[src/rtl/fbl_pkg.sv]
// firmata byte lexer package: modes, token kinds, command bytes and the lexer function
// no dependencies; used by the top level and the checker
`default_nettype none

package fbl_pkg;

  typedef enum logic [1:0] {
    MODE_NORMAL = 2'd0,
    MODE_SYSEX  = 2'd1,
    MODE_CAPS   = 2'd2,
    MODE_RAW    = 2'd3
  } mode_e;

  localparam logic [4:0] KIND_VERSION     = 5'd0;
  localparam logic [4:0] KIND_PIN_MODE    = 5'd1;
  localparam logic [4:0] KIND_DIG_PIN     = 5'd2;
  localparam logic [4:0] KIND_START       = 5'd3;
  localparam logic [4:0] KIND_STOP        = 5'd4;
  localparam logic [4:0] KIND_ANALOG      = 5'd5;
  localparam logic [4:0] KIND_DIGITAL     = 5'd6;
  localparam logic [4:0] KIND_DATA        = 5'd7;
  localparam logic [4:0] KIND_FIRMWARE    = 5'd8;
  localparam logic [4:0] KIND_STRING      = 5'd9;
  localparam logic [4:0] KIND_SAMPLING    = 5'd10;
  localparam logic [4:0] KIND_CAP_QUERY   = 5'd11;
  localparam logic [4:0] KIND_CAP_RESP    = 5'd12;
  localparam logic [4:0] KIND_AMAP_QUERY  = 5'd13;
  localparam logic [4:0] KIND_AMAP_RESP   = 5'd14;
  localparam logic [4:0] KIND_PSTATE_QUERY = 5'd15;
  localparam logic [4:0] KIND_PSTATE_RESP = 5'd16;
  localparam logic [4:0] KIND_CAP_END     = 5'd17;

  localparam logic [7:0] BYTE_VERSION      = 8'hF9;
  localparam logic [7:0] BYTE_PIN_MODE     = 8'hF4;
  localparam logic [7:0] BYTE_DIG_PIN      = 8'hF5;
  localparam logic [7:0] BYTE_START        = 8'hF0;
  localparam logic [7:0] BYTE_STOP         = 8'hF7;
  localparam logic [3:0] NIB_ANALOG        = 4'hE;
  localparam logic [3:0] NIB_DIGITAL       = 4'h9;
  localparam logic [7:0] BYTE_FIRMWARE     = 8'h79;
  localparam logic [7:0] BYTE_STRING       = 8'h71;
  localparam logic [7:0] BYTE_SAMPLING     = 8'h7A;
  localparam logic [7:0] BYTE_CAP_QUERY    = 8'h6B;
  localparam logic [7:0] BYTE_CAP_RESP     = 8'h6C;
  localparam logic [7:0] BYTE_AMAP_QUERY   = 8'h69;
  localparam logic [7:0] BYTE_AMAP_RESP    = 8'h6A;
  localparam logic [7:0] BYTE_PSTATE_QUERY = 8'h6D;
  localparam logic [7:0] BYTE_PSTATE_RESP  = 8'h6E;
  localparam logic [7:0] BYTE_CAP_END      = 8'h7F;

  typedef struct packed {
    logic [4:0] kind;
    logic [7:0] value;
    logic       has_channel;
    logic [3:0] channel;
    mode_e      new_mode;
  } token_t;

  function automatic token_t lex_byte(input logic [7:0] b, input mode_e mode);
    token_t t;
    t.kind        = KIND_DATA;
    t.value       = '0;
    t.has_channel = 1'b0;
    t.channel     = '0;
    t.new_mode    = mode;
    unique case (mode)
      MODE_NORMAL: begin
        unique case (b)
          BYTE_VERSION:  t.kind = KIND_VERSION;
          BYTE_PIN_MODE: t.kind = KIND_PIN_MODE;
          BYTE_DIG_PIN:  t.kind = KIND_DIG_PIN;
          BYTE_START: begin
            t.kind     = KIND_START;
            t.new_mode = MODE_SYSEX;
          end
          BYTE_STOP:     t.kind = KIND_STOP;
          default: begin
            if (b[7:4] == NIB_ANALOG) begin
              t.kind        = KIND_ANALOG;
              t.has_channel = 1'b1;
              t.channel     = b[3:0];
            end else if (b[7:4] == NIB_DIGITAL) begin
              t.kind        = KIND_DIGITAL;
              t.has_channel = 1'b1;
              t.channel     = b[3:0];
            end
          end
        endcase
      end
      MODE_SYSEX: begin
        t.new_mode = MODE_RAW;
        unique case (b)
          BYTE_FIRMWARE:     t.kind = KIND_FIRMWARE;
          BYTE_STRING:       t.kind = KIND_STRING;
          BYTE_SAMPLING:     t.kind = KIND_SAMPLING;
          BYTE_CAP_QUERY:    t.kind = KIND_CAP_QUERY;
          BYTE_CAP_RESP: begin
            t.kind     = KIND_CAP_RESP;
            t.new_mode = MODE_CAPS;
          end
          BYTE_AMAP_QUERY:   t.kind = KIND_AMAP_QUERY;
          BYTE_AMAP_RESP:    t.kind = KIND_AMAP_RESP;
          BYTE_PSTATE_QUERY: t.kind = KIND_PSTATE_QUERY;
          BYTE_PSTATE_RESP:  t.kind = KIND_PSTATE_RESP;
          BYTE_STOP: begin
            t.kind     = KIND_STOP;
            t.new_mode = MODE_NORMAL;
          end
          default:           t.kind = KIND_DATA;
        endcase
      end
      MODE_CAPS: begin
        if (b == BYTE_CAP_END) begin
          t.kind = KIND_CAP_END;
        end else if (b == BYTE_STOP) begin
          t.kind     = KIND_STOP;
          t.new_mode = MODE_NORMAL;
        end
      end
      MODE_RAW: begin
        if (b == BYTE_STOP) begin
          t.kind     = KIND_STOP;
          t.new_mode = MODE_NORMAL;
        end
      end
      default: t.new_mode = MODE_NORMAL;
    endcase
    if (t.kind == KIND_DATA) begin
      t.value = b;
    end
    return t;
  endfunction

endpackage

`default_nettype wire

[src/rtl/firmata_byte_lexer_top.sv]
// firmata byte lexer top level: input register, lexer logic, result register
// depends on fbl_pkg
//
// channel | direction | handshake               | payload
// in      | in        | in_valid_i / in_ready_o  | rx_byte_i
// out     | out       | out_valid_o / out_ready_i| token_kind_o, token_value_o,
//         |           |                          | has_channel_o, channel_o, new_mode_o
//
// one byte per cycle while results are taken; each byte passes both registers
// the lexer mode register is updated as a byte moves into the result register
// reset returns the mode to normal and empties both stages
// with the result stalled, the input register still takes one more byte
`default_nettype none

module firmata_byte_lexer_top (
  input  wire logic       clk_i,
  input  wire logic       rst_ni,
  input  wire logic       in_valid_i,
  output logic            in_ready_o,
  input  wire logic [7:0] rx_byte_i,
  output logic            out_valid_o,
  input  wire logic       out_ready_i,
  output logic [4:0]      token_kind_o,
  output logic [7:0]      token_value_o,
  output logic            has_channel_o,
  output logic [3:0]      channel_o,
  output logic [1:0]      new_mode_o
);

  logic            in_valid_q;
  logic [7:0]      in_byte_q;
  logic            out_valid_q;
  fbl_pkg::token_t out_tok_q;
  fbl_pkg::token_t tok_d;
  fbl_pkg::mode_e  mode_q;
  logic            advance;

  assign advance    = in_valid_q && (!out_valid_q || out_ready_i);
  assign in_ready_o = !in_valid_q || advance;
  assign tok_d      = fbl_pkg::lex_byte(in_byte_q, mode_q);

  always_ff @(posedge clk_i or negedge rst_ni) begin
    if (!rst_ni) begin
      in_valid_q  <= 1'b0;
      out_valid_q <= 1'b0;
      mode_q      <= fbl_pkg::MODE_NORMAL;
    end else begin
      if (in_ready_o) begin
        in_valid_q <= in_valid_i;
      end
      if (advance) begin
        out_valid_q <= 1'b1;
        mode_q      <= tok_d.new_mode;
      end else if (out_ready_i) begin
        out_valid_q <= 1'b0;
      end
    end
  end

  always_ff @(posedge clk_i) begin
    if (in_valid_i && in_ready_o) begin
      in_byte_q <= rx_byte_i;
    end
    if (advance) begin
      out_tok_q <= tok_d;
    end
  end

  assign out_valid_o   = out_valid_q;
  assign token_kind_o  = out_tok_q.kind;
  assign token_value_o = out_tok_q.value;
  assign has_channel_o = out_tok_q.has_channel;
  assign channel_o     = out_tok_q.channel;
  assign new_mode_o    = out_tok_q.new_mode;

endmodule

`default_nettype wire

[config.mk]
export PLATFORM = sky130hd
export DESIGN_NAME = firmata_byte_lexer_top
export DESIGN_NICKNAME = d
export VERILOG_FILES = /design/src/rtl/fbl_pkg.sv /design/src/rtl/firmata_byte_lexer_top.sv
export SDC_FILE = /design/constraint.sdc
export NUM_CORES = 1
export LEC_CHECK = 0
export BUFFER_PORTS_ARGS = -buffer_cell sky130_fd_sc_hd__buf_2
export CORE_MARGIN = 2
export CORE_UTILIZATION = 37
export DETAILED_ROUTE_END_ITERATION = 6
export GPL_TIMING_DRIVEN = 0
export PLACE_DENSITY = 0.68
export RECOVER_POWER = 50
export SLEW_MARGIN = 40
export SYNTH_ARGS = -nofsm -noshare
export SYNTH_HDL_FRONTEND = slang
export SYNTH_SLANG_ARGS = --single-unit
[constraint.sdc]
create_clock -name clk_i -period 2 [get_ports clk_i]
set_input_delay 0.1 -clock clk_i [delete_from_list [all_inputs] [get_ports clk_i]]
set_output_delay 0.1 -clock clk_i [all_outputs]
set_load 0.1 [all_outputs]
==> flow_metrics.tcl <==
set metrics [dict create \
    cts_root_buffer "clkbuf_8" \
    ioPinCount 34 \
    clock-sinks 32 \
    antenna_found_initial 0 \
    switchingPower_w 0.00108 \
    ant_nets 0 \
    rows 24 \
    antenna_cells 0 \
    dieArea_um2 5170 \
    regToRegStartpoint "in_byte_q[5]" \
    hold_violations 0 \
    hp-class "primary input to flop" \
    ys_warn_count 0 \
    crit_type "flop to flop" \
    power.share.clock_pct 19.0 \
    dp_hpwl_mm 2.42 \
    initial_core_util_pct 38.9 \
    hold_start "in_valid_i" \
    fin_crit_sh_pct 109 \
    whs_ns 0.00812 \
    final_cells 265 \
    rsz0062_at_grt "true" \
    synth_top_flop_cell "edfxtp_1" \
    crit_arrival_ns 2.29 \
    insertion_delay_ns 0.29 \
    met2WireLength_mm 1.89 \
    setup_viol 9 \
    drive_gt1_share_pct 33.8 \
    switching_share_pct 43.5 \
    final.fill_count 377 \
    die_h_um 71.9 \
    synth_area_per_cell_um2 11.7 \
    yosysUniqueCellTypes 48 \
    clk_pin_slew_ns 0.06 \
    drc 0 \
    failed_checks "negative setup slack" \
    setup_ws_ns -0.174 \
    max-vdd-ir-drop_mv 0.457 \
    synth_cells 146 \
    pwr-share-comb_pct 45.1 \
    cp-start-kind "flop" \
    grt_overflow 0 \
    drt_iter0_drc 66 \
    p_int_w 0.00140 \
    power_w 0.00248 \
    end_kind "flop" \
    reg2reg_slack_ns -0.17 \
    maxCapViolCount 0 \
    final_common_cell "edfxtp_1" \
    gr-usage-all-layers_pct 15.4 \
    cp.required_ns 2.12 \
    synth_nets 158 \
    startpoint "in_byte_q[5]" \
    cts_buffers 5 \
    tightestPinTransition_ns 1.17 \
    viasPerCell 5.37 \
    wire_per_inst_um 14.6 \
    powerDensity_nw_per_um2 1050 \
    register_area_um2 945 \
    finalCriticalPeriod_ns 2.17 \
    async_flop_share_pct 12.5 \
    syn_area_um2 1710 \
    seq_area_frac_synth_pct 55.1 \
    vias 1422 \
    r2r_cells 6 \
    wl_met1_mm 1.67 \
    dpl.cell_count 231 \
    fmax_ghz 0.460 \
    r2r_end "token_value_o[7]" \
    drv_slew 0 \
    status "finished, violations left" \
    fp.dieW_um 71.9 \
    ctsLongestPathBuffers 2 \
    synth_seq_cells 32 \
    htreeDepth 2 \
    multi_input_area_um2 786 \
    grt_pass1_wl_mm 6.04 \
    met3_length_um 270 \
    power.leakage_nw 0.883 \
    fin_nets 224 \
    synthToLayoutAreaGrowth_pct 38.2 \
    routabilityCongestion 0.884 \
    cts_tree "done" \
    seqPwrFrac_pct 35.9 \
    top_layer "met4" \
    coreArea_um2 4380 \
    crit_end "token_value_o[7]" \
    cp_max_fo 9 \
    dr.pass1.iters 4 \
    routed_wl_mm 3.88 \
    synth_edf_count 28 \
    final_cell_mix "28 x edfxtp_1, 21 x clkbuf_1, 19 x buf_4" \
    grt_pass1_vias 1242 \
    finClkSkew_ns 0.00233 \
    maxSlewHeadroom_pct 22.4 \
    grt_max_degree 23 \
    setup_tns_ns -1.15 \
    numPortBuffers 33 \
]
[worst max-delay path, cell delays in order (launching register included)]
cell      delay, ns
edfxtp_1       0.45
nand3b_1       0.23
nor2_1         0.11
or3_1          0.44
a221o_1        0.38
buf_6          0.15
nor4b_2        0.24
[area by class of cell]
class | instances | area share, %
flip-flops and latches | 32 | 40.1
multi-input cells | 95 | 33.3
repair buffers | 59 | 15.8
plain buffers | 11 | 3.34
clock buffers | 5 | 2.92
well taps | 52 | 2.76
inverters | 8 | 1.27
clock inverters | 3 | 0.584
[cells in the mapped netlist, drive strengths merged, types with 2 or more instances]
| cell type | count | share of area (%) |
|---|---|---|
| nor4 | 12 | 4.4 |
| nor3 | 3 | 0.88 |
| inv | 8 | 1.8 |
| or3b | 3 | 1.7 |
| nand3 | 4 | 1.2 |
| a21oi | 5 | 1.5 |
| buf | 8 | 3.7 |
| nor4b | 3 | 1.9 |
| and2 | 5 | 1.8 |
| o31ai | 2 | 0.88 |
| nand3b | 3 | 1.3 |
| nand2 | 8 | 1.9 |
| mux2 | 2 | 1.3 |
| nor2 | 10 | 2.3 |
| clkbuf | 3 | 0.66 |
| a211oi | 2 | 0.88 |
| xnor2 | 2 | 1.0 |
| nand2b | 7 | 2.6 |
| edfxtp | 28 | 49 |
| nand4bb | 2 | 1.3 |
| a31oi | 3 | 2.0 |
| o21a | 2 | 0.88 |
| dfrtp | 4 | 5.9 |
[power by group through the flow]
stage          Combinational (W)  Sequential (W)  Clock, W
2_1_floorplan           0.000380         0.00137         0
3_3_place_gp            0.000985        0.000903         0
3_5_place_dp            0.000990        0.000904         0
4_1_cts                  0.00102        0.000887  0.000485
5_1_grt                  0.00117        0.000900  0.000514
6_report                 0.00112        0.000889  0.000469
[timing repair]
item,4_1_cts,5_1_grt
gates resized for setup,5,15
buffers inserted,9,8
pin swaps,4,0
hold buffers,9,0
setup endpoints to repair,10,17
endpoints found under the hold margin,12,0
[worst min-delay path by stage]
| stage | to | slack [ns] | depth (start not counted) |
|---|---|---|---|
| floorplan | in_valid_q | -0.20 | 0 |
| global placement | in_valid_q | -0.09 | 1 |
| detailed placement | in_valid_q | -0.09 | 1 |
| CTS | in_valid_q | 0.006 | 2 |
| global route | in_valid_q | 0.002 | 2 |
| finish | in_valid_q | 0.008 | 2 |
[state kept, by name, indices dropped and copies added (netlist names)]
register       count
in_byte_q          8
token_value_o      8
token_kind_o       5
channel_o          4
mode_q             2
new_mode_o         2
has_channel_o      1
in_valid_q         1
out_valid_o        1
[through the flow]
stage | utilization, % | setup WS, ns | cell area, µm²
floorplan | - | -0.169 | 1740
finish | 53.8 | -0.174 | 2360
detailed placement | 44.9 | -0.245 | 1970
CTS | 50.7 | -0.122 | 2220
global route | 53.8 | -0.267 | 2360
global placement | 44.9 | -0.234 | 1970
[cell families after synthesis]
family | after synthesis | synth area share [%]
buffers and inverters | 19 | 6.16
flip-flops | 32 | 55.1
AND/OR/NAND/NOR | 65 | 24.0
multiplexers | 2 | 1.32
XOR/XNOR | 2 | 1.03
AO/OA/AOI/OAI | 26 | 12.4
[metal layers]
metal  vias up  global-route usage [%]
li1        685                       -
met5         -                       0
met1       676                    19.8
met4         0                    5.45
met3         6                    4.72
met2        55                    24.6
No activity file was read; power rests on OpenSTA's default activity.
